## src/hdl/lbc_pkg.sv

```systemverilog
// Types and constants of the LED blink controller.
`default_nettype none

package lbc_pkg;

    localparam int NUM_LEDS    = 3;
    localparam int TIME_BITS   = 16;
    localparam int OUT_LEDS    = 3;
    localparam int SHOWN_LEDS  = (NUM_LEDS < OUT_LEDS) ? NUM_LEDS : OUT_LEDS;

    typedef logic [TIME_BITS-1:0] t_time;

    typedef enum logic [1:0] {
        FN_TICK     = 2'd0,
        FN_ACTION   = 2'd1,
        FN_BLINK    = 2'd2,
        FN_SHUTDOWN = 2'd3
    } t_func;

    typedef enum logic [1:0] {
        ACT_ON     = 2'd0,
        ACT_OFF    = 2'd1,
        ACT_TOGGLE = 2'd2,
        ACT_KEEP   = 2'd3
    } t_action;

    typedef enum logic [2:0] {
        UOP_NONE,
        UOP_TICK,
        UOP_ACTION,
        UOP_BLINK,
        UOP_SHUTDOWN
    } t_unit_op;

    // Registered request.
    typedef struct packed {
        t_func       func;
        logic [1:0]  led_index;
        t_action     action;
        t_time       on_t;
        t_time       off_t;
        logic        rep;
        logic        kill;
    } t_req;

    // Command to one LED unit.
    typedef struct packed {
        t_unit_op    op;
        t_action     action;
        t_time       on_t;
        t_time       off_t;
        logic        rep;
        logic        kill;
    } t_led_cmd;

    // Level and drive of one LED after the command.
    typedef struct packed {
        logic level;
        logic drive;
    } t_led_stat;

endpackage

`default_nettype wire

```

## src/hdl/lbc_if.sv

```systemverilog
// Request and response channel interfaces of the LED blink controller.
`default_nettype none

interface lbc_in_if;
    logic        valid;
    logic        ready;
    logic [1:0]  func;
    logic [1:0]  led_index;
    logic [1:0]  action_kind;
    logic [15:0] on_ticks;
    logic [15:0] off_ticks;
    logic        repeat_blink;
    logic        lights_off;

    modport source (
        output valid, func, led_index, action_kind, on_ticks, off_ticks,
               repeat_blink, lights_off,
        input  ready
    );
    modport sink (
        input  valid, func, led_index, action_kind, on_ticks, off_ticks,
               repeat_blink, lights_off,
        output ready
    );
endinterface

interface lbc_out_if;
    logic        valid;
    logic        ready;
    logic [2:0]  led_levels;
    logic [2:0]  drive_enables;
    logic        accepted;

    modport source (
        output valid, led_levels, drive_enables, accepted,
        input  ready
    );
    modport sink (
        input  valid, led_levels, drive_enables, accepted,
        output ready
    );
endinterface

`default_nettype wire

```

## src/hdl/lbc_led_unit.sv

```systemverilog
// State and phase logic of one LED: level, drive, blink counter.
`default_nettype none

module lbc_led_unit (
    input  wire logic              i_clk,
    input  wire logic              i_rst_n,
    input  wire lbc_pkg::t_led_cmd i_cmd,
    output lbc_pkg::t_led_stat     o_next
);
    import lbc_pkg::*;

    localparam t_time TIME_ONE = t_time'(1);

    logic  r_level, r_drive, r_run, r_off, r_rep;
    t_time r_ticks, r_on_dur, r_off_dur;
    logic  n_level, n_drive, n_run, n_off, n_rep;
    t_time n_ticks, n_on_dur, n_off_dur;

    always_comb begin
        n_level   = r_level;
        n_drive   = r_drive;
        n_run     = r_run;
        n_off     = r_off;
        n_rep     = r_rep;
        n_ticks   = r_ticks;
        n_on_dur  = r_on_dur;
        n_off_dur = r_off_dur;
        unique case (i_cmd.op)
            UOP_NONE: begin
            end
            UOP_TICK: begin
                if (r_run) begin
                    if (r_ticks > TIME_ONE) begin
                        n_ticks = r_ticks - TIME_ONE;
                    end else if (!r_off) begin
                        // on phase expired: go dark, then off phase or stop
                        n_level = 1'b0;
                        if (r_rep) begin
                            n_off   = 1'b1;
                            n_ticks = r_off_dur;
                        end else begin
                            n_run   = 1'b0;
                            n_ticks = '0;
                        end
                    end else begin
                        n_level = 1'b1;
                        n_off   = 1'b0;
                        n_ticks = r_on_dur;
                    end
                end
            end
            UOP_ACTION: begin
                unique case (i_cmd.action)
                    ACT_ON:     n_level = 1'b1;
                    ACT_OFF:    n_level = 1'b0;
                    ACT_TOGGLE: n_level = ~r_level;
                    ACT_KEEP:   n_level = r_level;
                endcase
                n_run   = 1'b0;
                n_off   = 1'b0;
                n_ticks = '0;
            end
            UOP_BLINK: begin
                n_level   = 1'b1;
                n_run     = 1'b1;
                n_off     = 1'b0;
                n_on_dur  = i_cmd.on_t;
                n_off_dur = i_cmd.off_t;
                n_rep     = i_cmd.rep;
                n_ticks   = i_cmd.on_t;
            end
            UOP_SHUTDOWN: begin
                n_run   = 1'b0;
                n_off   = 1'b0;
                n_ticks = '0;
                if (i_cmd.kill) begin
                    n_level = 1'b0;
                    n_drive = 1'b0;
                end
            end
            default: begin
            end
        endcase
    end

    always_ff @(posedge i_clk) begin
        if (!i_rst_n) begin
            r_level   <= 1'b0;
            r_drive   <= 1'b1;
            r_run     <= 1'b0;
            r_off     <= 1'b0;
            r_rep     <= 1'b0;
            r_ticks   <= '0;
            r_on_dur  <= '0;
            r_off_dur <= '0;
        end else begin
            r_level   <= n_level;
            r_drive   <= n_drive;
            r_run     <= n_run;
            r_off     <= n_off;
            r_rep     <= n_rep;
            r_ticks   <= n_ticks;
            r_on_dur  <= n_on_dur;
            r_off_dur <= n_off_dur;
        end
    end

    assign o_next.level = n_level;
    assign o_next.drive = n_drive;

endmodule

`default_nettype wire

```

## src/hdl/led_blink_controller.sv

```systemverilog
// Top level of the LED blink controller: request register, LED units, result register.
//
//   channel   dir   handshake      payload
//   i_req     in    valid/ready    func, led_index, action_kind, on/off_ticks, flags
//   o_rsp     out   valid/ready    led_levels, drive_enables, accepted
//
// One request per cycle unless the result stalls. A taken request goes to the request
// register, which feeds the LED units, whose state and the result register
// update in the same cycle. A stalled result stops that stage; the request
// register still takes a request while empty. Synchronous reset clears both
// stages, turns all LEDs off, enables all drives and stops all blinks.
`default_nettype none

module led_blink_controller (
    input  wire logic  i_clk,
    input  wire logic  i_rst_n,
    lbc_in_if.sink     i_req,
    lbc_out_if.source  o_rsp
);
    import lbc_pkg::*;

    logic       r_in_valid;
    t_req       r_req;
    logic       r_out_valid;
    logic [2:0] r_levels;
    logic [2:0] r_drives;
    logic       r_accepted;

    logic       w_advance;
    logic       w_step;
    logic       w_idx_ok;
    logic [2:0] n_levels;
    logic [2:0] n_drives;
    logic       n_accepted;

    t_led_cmd   w_cmd  [NUM_LEDS];
    t_led_stat  w_next [NUM_LEDS];

    assign w_advance   = !r_out_valid || o_rsp.ready;
    assign i_req.ready = !r_in_valid || w_advance;
    assign w_step      = r_in_valid && w_advance;
    assign w_idx_ok    = 32'(r_req.led_index) < NUM_LEDS;

    always_ff @(posedge i_clk) begin
        if (!i_rst_n) begin
            r_in_valid <= 1'b0;
        end else if (i_req.ready) begin
            r_in_valid <= i_req.valid;
        end
    end

    always_ff @(posedge i_clk) begin
        if (i_req.valid && i_req.ready) begin
            r_req.func      <= t_func'(i_req.func);
            r_req.led_index <= i_req.led_index;
            r_req.action    <= t_action'(i_req.action_kind);
            r_req.on_t      <= t_time'(i_req.on_ticks);
            r_req.off_t     <= t_time'(i_req.off_ticks);
            r_req.rep       <= i_req.repeat_blink;
            r_req.kill      <= i_req.lights_off;
        end
    end

    // Decode the request into one command per LED.
    always_comb begin
        for (int i = 0; i < NUM_LEDS; i++) begin
            w_cmd[i].action = r_req.action;
            w_cmd[i].on_t   = r_req.on_t;
            w_cmd[i].off_t  = r_req.off_t;
            w_cmd[i].rep    = r_req.rep;
            w_cmd[i].kill   = r_req.kill;
            w_cmd[i].op     = UOP_NONE;
            if (w_step) begin
                unique case (r_req.func)
                    FN_TICK:     w_cmd[i].op = UOP_TICK;
                    FN_SHUTDOWN: w_cmd[i].op = UOP_SHUTDOWN;
                    FN_ACTION: begin
                        if (w_idx_ok && 32'(r_req.led_index) == i) begin
                            w_cmd[i].op = UOP_ACTION;
                        end
                    end
                    FN_BLINK: begin
                        if (w_idx_ok && 32'(r_req.led_index) == i) begin
                            w_cmd[i].op = UOP_BLINK;
                        end
                    end
                endcase
            end
        end
    end

    for (genvar g = 0; g < NUM_LEDS; g++) begin : g_led
        lbc_led_unit u_led (
            .i_clk   (i_clk),
            .i_rst_n (i_rst_n),
            .i_cmd   (w_cmd[g]),
            .o_next  (w_next[g])
        );
    end

    always_comb begin
        n_levels = '0;
        n_drives = '0;
        for (int i = 0; i < SHOWN_LEDS; i++) begin
            n_levels[i] = w_next[i].level;
            n_drives[i] = w_next[i].drive;
        end
        // reject action and blink requests aimed past the last LED
        n_accepted = w_idx_ok || r_req.func == FN_TICK || r_req.func == FN_SHUTDOWN;
    end

    always_ff @(posedge i_clk) begin
        if (!i_rst_n) begin
            r_out_valid <= 1'b0;
        end else if (w_advance) begin
            r_out_valid <= r_in_valid;
        end
    end

    always_ff @(posedge i_clk) begin
        if (w_step) begin
            r_levels   <= n_levels;
            r_drives   <= n_drives;
            r_accepted <= n_accepted;
        end
    end

    assign o_rsp.valid         = r_out_valid;
    assign o_rsp.led_levels    = r_levels;
    assign o_rsp.drive_enables = r_drives;
    assign o_rsp.accepted      = r_accepted;

endmodule

`default_nettype wire

```

## src/flat_wrapper.sv

```systemverilog
// flat-port wrapper written by rule: the top's interface ports become plain ports
module led_blink_controller_flat import lbc_pkg::*;
  (i_clk, i_rst_n, i_req_valid, i_req_func, i_req_led_index, i_req_action_kind, i_req_on_ticks, i_req_off_ticks, i_req_repeat_blink, i_req_lights_off, i_req_ready, o_rsp_valid, o_rsp_led_levels, o_rsp_drive_enables, o_rsp_accepted, o_rsp_ready);
  lbc_in_if i_req_i ();
  lbc_out_if o_rsp_i ();
  input  wire logic i_clk;
  input  wire logic i_rst_n;
  input wire logic [$bits(i_req_i.valid)-1:0] i_req_valid;
  input wire logic [$bits(i_req_i.func)-1:0] i_req_func;
  input wire logic [$bits(i_req_i.led_index)-1:0] i_req_led_index;
  input wire logic [$bits(i_req_i.action_kind)-1:0] i_req_action_kind;
  input wire logic [$bits(i_req_i.on_ticks)-1:0] i_req_on_ticks;
  input wire logic [$bits(i_req_i.off_ticks)-1:0] i_req_off_ticks;
  input wire logic [$bits(i_req_i.repeat_blink)-1:0] i_req_repeat_blink;
  input wire logic [$bits(i_req_i.lights_off)-1:0] i_req_lights_off;
  output wire logic [$bits(i_req_i.ready)-1:0] i_req_ready;
  output wire logic [$bits(o_rsp_i.valid)-1:0] o_rsp_valid;
  output wire logic [$bits(o_rsp_i.led_levels)-1:0] o_rsp_led_levels;
  output wire logic [$bits(o_rsp_i.drive_enables)-1:0] o_rsp_drive_enables;
  output wire logic [$bits(o_rsp_i.accepted)-1:0] o_rsp_accepted;
  input wire logic [$bits(o_rsp_i.ready)-1:0] o_rsp_ready;
  assign i_req_i.valid = i_req_valid;
  assign i_req_i.func = i_req_func;
  assign i_req_i.led_index = i_req_led_index;
  assign i_req_i.action_kind = i_req_action_kind;
  assign i_req_i.on_ticks = i_req_on_ticks;
  assign i_req_i.off_ticks = i_req_off_ticks;
  assign i_req_i.repeat_blink = i_req_repeat_blink;
  assign i_req_i.lights_off = i_req_lights_off;
  assign i_req_ready = i_req_i.ready;
  assign o_rsp_valid = o_rsp_i.valid;
  assign o_rsp_led_levels = o_rsp_i.led_levels;
  assign o_rsp_drive_enables = o_rsp_i.drive_enables;
  assign o_rsp_accepted = o_rsp_i.accepted;
  assign o_rsp_i.ready = o_rsp_ready;
  led_blink_controller u_core (.i_clk(i_clk), .i_rst_n(i_rst_n), .i_req(i_req_i), .o_rsp(o_rsp_i));
endmodule
```

## config.mk

```make
export PLATFORM = sky130hd
export DESIGN_NAME = led_blink_controller_flat
export DESIGN_NICKNAME = d
export VERILOG_FILES = /design/src/hdl/lbc_pkg.sv /design/src/hdl/lbc_if.sv /design/src/hdl/lbc_led_unit.sv /design/src/hdl/led_blink_controller.sv /design/src/flat_wrapper.sv
export SDC_FILE = /design/constraint.sdc
export NUM_CORES = 1
export LEC_CHECK = 0
export ABC_AREA = 1
export BUFFER_PORTS_ARGS = -buffer_cell sky130_fd_sc_hd__buf_2
export CAP_MARGIN = 30
export CELL_PAD_IN_SITES_DETAIL_PLACEMENT = 1
export CELL_PAD_IN_SITES_GLOBAL_PLACEMENT = 1
export CORE_MARGIN = 4
export CORE_UTILIZATION = 45
export DETAILED_ROUTE_END_ITERATION = 7
export HOLD_SLACK_MARGIN = 0.12
export PLACE_DENSITY_LB_ADDON = 0.1
export SETUP_SLACK_MARGIN = 0.1
export SLEW_MARGIN = 10
export SYNTH_ARGS = -nofsm -noshare
export SYNTH_HDL_FRONTEND = slang
export SYNTH_SLANG_ARGS = --single-unit
```

## constraint.sdc

```tcl
create_clock -name i_clk -period 2.05 [get_ports i_clk]
set_input_delay 0.205 -clock i_clk [delete_from_list [all_inputs] [get_ports i_clk]]
set_output_delay 0.205 -clock i_clk [all_outputs]
set_load 0.01 [all_outputs]
```

# After elaboration in Yosys (flattened, before gate mapping)
# Cells that the tools add are included.
[word_totals]
regBits = 208
input_bits = 44
[op_classes]
n_addsub = 3
order_cmp = 4
n_eq_ne = 26
n_mux = 78
bitwise_logic = 3
n_reduce_logical = 32
[op_table]
columns = ["op", "count"]
rows = [
  ["$mux 16", 12],
  ["$pmux 16 s3", 3],
  ["$gt 16x1->1 const B", 3],
  ["$sub 16x1->16 const B", 3],
  ["$mux 1", 39],
  ["$pmux 3 s4", 3],
  ["$pmux 1 s4", 6],
  ["$eq 3x2->1 const B", 6],
  ["$mux 2", 6],
  ["$ne 2x2->1 const B", 6],
  ["$eq 2x2->1 const B", 5],
  ["$eq 3x1->1 const B", 3],
  ["$eq 3x3->1 const B", 3],
  ["$mux 3", 3],
  ["$pmux 1 s3", 3],
  ["$reduce_and 3->1", 3],
  ["$reduce_bool 3->1", 3],
  ["$reduce_or 3->1", 3],
  ["$eq 2x1->1 const B", 3],
  ["$logic_not 2->1", 3],
  ["$pmux 1 s2", 3],
  ["$reduce_and 2->1", 3],
  ["$reduce_bool 2->1", 3],
  ["$reduce_or 2->1", 3],
  ["5 further kinds", 15],
]

# Depth between registers and ports, before layout
[depth]
ltp_word = 9
mapped_depth = 12
depth_no_buf = 11

# By module
# A second synthesis with hierarchy kept.
[hier_totals]
cells_unflattened = 1452
area_unflattened_um2 = 10804.1
[modules_own_cells]
columns = ["mod", "instances", "cells_each", "area_each_um2", "seq_area_each_um2"]
rows = [
  ["lbc_led_unit (u_core.g_led[0].u_led ...)", 2, 456, 3074.2, 1061.0],
  ["lbc_led_unit (u_core.g_led[2].u_led)", 1, 456, 3046.7, 1061.0],
  ["led_blink_controller", 1, 84, 1609.0, 1451.4],
]

# Worst setup path before layout
# No wires, ideal clock.
[synth_timing]
kind = "register to register"
start = "register u_core.r_out_valid, in the netlist u_core.o_rsp.valid"
end = "register u_core.r_req[0] in the netlist's numbering (enable)"
setup_time_ns = 0.395
arrival_ns = 1.402
path_slack_ns = 0.254
stages_incl_launch_ff = 4
n_path_buf = 0
period_less_slack_ns = 1.796
path_cell_list = "dfxtp_1 -> nand3_1 -> nand2_1 -> inv_1"
[synth_via]
elab_chain_cells = 4
[synth_rtl]
columns = ["item", "line_no", "rtl"]
rows = [
  ["start, declared", "led_blink_controller.sv:24", "logic r_out_valid;"],
  ["start signal, assigned", "led_blink_controller.sv:116", "r_out_valid <= r_in_valid;"],
  ["$logic_not 1->1", "led_blink_controller.sv:39", "assign w_advance = !r_out_valid || o_rsp.ready;"],
  ["$logic_or 1x1->1", "led_blink_controller.sv:39", ""],
  ["$logic_or 1x1->1", "led_blink_controller.sv:40", "assign i_req.ready = !r_in_valid || w_advance;"],
  ["via i_req_ready", "flat_wrapper.sv:16", "output wire logic [$bits(i_req_i.ready)-1:0] i_req_ready;"],
  ["$logic_and 1x1->1", "led_blink_controller.sv:53", "if (i_req.valid && i_req.ready) begin"],
  ["end, declared", "led_blink_controller.sv:23", "t_req r_req;"],
]
# The timed path passes the listed nets, and every way through them passes these cells.
# A chain may end at the register's enable or synchronous reset.

# Final worst setup path
[layout_timing]
start = "register u_core.r_req[38] in the netlist's numbering"
end = "register u_core.g_led[1].u_led.r_off_dur[3]"
[layout_via]
elab_chain_cells = 4
[layout_rtl]
columns = ["item", "line_no", "rtl"]
rows = [
  ["$eq 2x2->1 (tied with other cells)", "led_blink_controller.sv:74", "unique case (r_req.func)"],
  ["$pmux 3 s4 (*)", "led_blink_controller.sv:74", ""],
  ["$mux 3 (*)", "led_blink_controller.sv:73", "if (w_step) begin"],
  ["$eq 3x2->1 (*)", "lbc_led_unit.sv:28", "unique case (i_cmd.op)"],
  ["end signal, assigned", "lbc_led_unit.sv:104", "r_off_dur <= n_off_dur;"],
  ["end, declared", "lbc_led_unit.sv:15", "t_time r_ticks, r_on_dur, r_off_dur;"],
]
# Every way passes the cells marked *; elsewhere a longest branch is shown, timed or not.

==> results.txt <==
- Fmax achieved: 491.7 MHz
- After clock tree synthesis, the clock-pin slew on the worst setup and hold paths is roughly 0.060 ns.
- For this run, the detailed router's first-pass iteration total came to 5.
- In this design, the largest share of critical-path delay is due to buffers and inverters.
- Register-to-register path setup slack: ~0.016 ns
* Initial Util: 45.76%
- Synthesis instantiated 34 different standard cells from the library.
* Total Routed Length: 42,040 um
- Clock skew on the completed layout was measured at 0.01698 ns.
- Core Region: 0.02271 sq mm
* PnR Total Power: 11,700 uW
* Horizontal extent of the die: 160.0 um
* Area added between synthesis and finish: 24.14%
- Final period utilization: around 100%
* Syn Area/Cell: 6.984 sq um
- Number of flops mapped to enable cells by yosys: 47
- Number of antenna diodes: 0
- Leaving out fill and tap cells, the most frequent cells in the layout are sky130_fd_sc_hd__nand2_1 (376), sky130_fd_sc_hd__nor2_1 (262), sky130_fd_sc_hd__dfxtp_1 (159).
- Register area share after synthesis: 44.59%
- Total I/O pin count: 53
- The finished layout holds 1,929 standard cells, fillers aside.
- Number of buffers inserted by port buffering: 52
- The library cell used most frequently in the layout, excluding fill and tap cells, is sky130_fd_sc_hd__nand2_1.
- Post-detail-place hpwl: 24,880 um
- Dividing the detail-routed wire length by the instance count gives approximately 22 um.
- Per-cell via count in the routed design: around 5.6
* Leak pwr: 0.005737 uW
* Crit path buffers/inverters: 4
* Maximum buffer depth of the clock tree: 3
* Routability Congestion: around 0.90
- Once detail routing completed, the nets flagged for antenna violations numbered 0.
- Setup violations remaining at the end of the flow were counted as 0.
- The number of max-slew violations in the final report was 0.
* Number of vias in the routed layout: 10,879
* Share of layout cells above drive strength 1: between 10 and 15%
* Tmin final: 2.034 ns
- CP Class: reg -> reg
* Via count of the first global-routing pass: 10,996
- Dividing total power by cell area gives a power density of 906.6 mW/mm^2.
- DRC: 0
- The floorplan has 55 rows.
* Startpoint class of the critical path: register
- Min Hold Slack: 0.2062 ns
- CTS H-tree depth: 1
* Placed Instance Area: between 0.01 and 0.015 sq mm
- Synthesis produced approximately 1,500 cells.
* Critical Path RT: 2.49 ns
* Area share of the largest cell type after synthesis: 31.01%
* Non-Filler Cell Area, Final: 0.01290 sq mm
* Antenna violations before repair: 0
- Global routing used 29.89% of the available tracks across all layers.
- Actual transition at the worst max-transition pin: 0.5150 ns
* TritonCTS clock tree: yes
- Setup repair after global routing missed its margin: yes
- The detailed router finished its first iteration with 914 violations.
* Critical Path Sink Type: register
* Largest cells by area after synthesis: sky130_fd_sc_hd__dfxtp_1 (31%), sky130_fd_sc_hd__nand2_1 (14%), sky130_fd_sc_hd__edfxtp_1 (14%)
* Cell chosen for the clock root: sky130_fd_sc_hd__clkbuf_16
* Slowest cell on crit path: sky130_fd_sc_hd__edfxtp_1
- Pin count of the biggest net entering global routing: 101
* Die Ht: 160.0 um
- For this run, the slowest stage of the critical path takes 0.50 ns.
* Num Clock Sinks: 208
- Final number of hold-violating endpoints: 0
- After global routing the overflow that remains totals 0.
- Counting flops with an async set or reset pin after synthesis yields a share of 0%.
- Synthesized area: 0.01039 sq mm
- Latest clock arrival within the worst-skew pair: 0.53 ns
* Mapped Nets: 1,538
- The die covers 0.02559 sq mm.
* Wire length of the first global-routing pass: between 60,000 and 70,000 um
- The run finished with clean final reports.
* Number of flip-flops and latches in the synthesized netlist: between 200 and 250
- Data arrival, critical path: around 2.5 ns
- At the end of the flow, the number of nets in the layout was approximately 1,700.
- Cells traversed along the worst timing path: buf_4 > nor2_4 > nand3_2 > buf_12 > clkinvlp_4 > buf_4 > nor2_1 > nor2_1
* Yosys warns: 0
- Flip-flop cell with the highest count after synthesis: sky130_fd_sc_hd__dfxtp_1
- Max-cap violations in this run came to 0.
- In this run the worst hold path is classified as in -> reg.
* Library cell occupying the most area in the post-synthesis netlist: sky130_fd_sc_hd__dfxtp_1
- IR analysis of the VDD net gives a maximum drop of 784.9 uV.
- Worst Path Max Fanout: 50
- Number of cells after detailed placement: 1,812
- TritonCTS buffer count: 24
- Measured against its own limit, the worst slew margin works out to 65.67%.
==> through the flow <==
stage	util [%]	worst slack [ns]	setup TNS (ns)
after floorplan	-	0.2536	0
after global placement	49.25	0.07472	0
after CTS	55.17	0.07924	0
after global routing	56.81	-0.03723	-0.06614
final	56.81	0.01624	0
after detailed placement	49.25	-0.05613	-0.2730
==> worst paths after layout <==
check,start,to,cells past startpoint
max,u_core.r_req[38]$_DFFE_PP_,u_core.g_led[1].u_led.r_off_dur[3]$_SDFFE_PN0N_,8
min,i_rst_n,u_core.g_led[1].u_led.r_on_dur[1]$_SDFFE_PN0N_,3
max reg2reg,u_core.r_req[38]$_DFFE_PP_,u_core.g_led[1].u_led.r_off_dur[3]$_SDFFE_PN0N_,8
min reg2reg,u_core.g_led[2].u_led.r_off_dur[3]$_SDFFE_PN0N_,u_core.g_led[2].u_led.r_off_dur[3]$_SDFFE_PN0N_,2
==> cells in the mapped netlist (all sizes together), types with 6 or more instances <==
cell type,instances
nand2,390
nor2,286
dfxtp,161
inv,161
a21oi,124
nand3,94
o21ai,83
edfxtp,47
clkbuf,35
buf,26
a22oi,22
a22o,17
xor2,12
nand4,8
o211ai,7
ha,6
==> tightest hold or removal path, cell delays in order <==
cell	delay, ns
sky130_fd_sc_hd__buf_2	0.12
sky130_fd_sc_hd__inv_2	0.19
sky130_fd_sc_hd__a21oi_1	0.17
==> layer usage <==
metal	vias to the layer above	GRT usage (%)	wire length (um)
met2	391	50.94	20010
met5	-	0	0
met3	124	3.974	2239
met4	0	10.48	1963
met1	5331	39.14	17820
li1	5033	-	-
==> power breakdown <==
| group | total, uW | leakage [uW] | internal, uW | switching, uW |
|---|---|---|---|---|
| clock | 4600 | 0.000392 | 2730 | 1870 |
| sequential | 4540 | 0.00176 | 4360 | 177 |
| combinational | 2560 | 0.00359 | 911 | 1650 |
==> kinds of logic after synthesis <==
family | after synthesis | synth area share, %
buf+inv | 225 | 8.813
fa+ha+maj | 6 | 0.7224
compound gates | 256 | 14.09
simple gates | 780 | 30.69
xor+xnor | 13 | 1.096
flops | 208 | 44.59
==> sequential cells by signal (all words and copies together) (netlist names), 40 cells and up <==
signal                        flops
u_core.g_led.u_led.r_ticks       48
u_core.g_led.u_led.r_off_dur     48
u_core.g_led.u_led.r_on_dur      48
u_core.r_req                     40
==> cell type report <==
type	instances	area, sq um
inverter	164	631.9
clock buffer	29	640.6
timing repair buffer	173	1513
multi-input combinational	1055	4942
tap	285	356.6
fill	2875	9808
clock inverter	15	177.7
sequential	208	4639
==> repair_timing <==
action / 4_1_cts / 5_1_grt
endpoints found under the hold margin: 42 / 0
setup buffers: 5 / 21
endpoints found under the setup margin: 49 / 94
pin swaps: 1 / 12
gates resized for setup: 6 / 47
gates cloned: 1 / 3
hold buffers: 43 / 0
(Power assumes the default switching activity.)
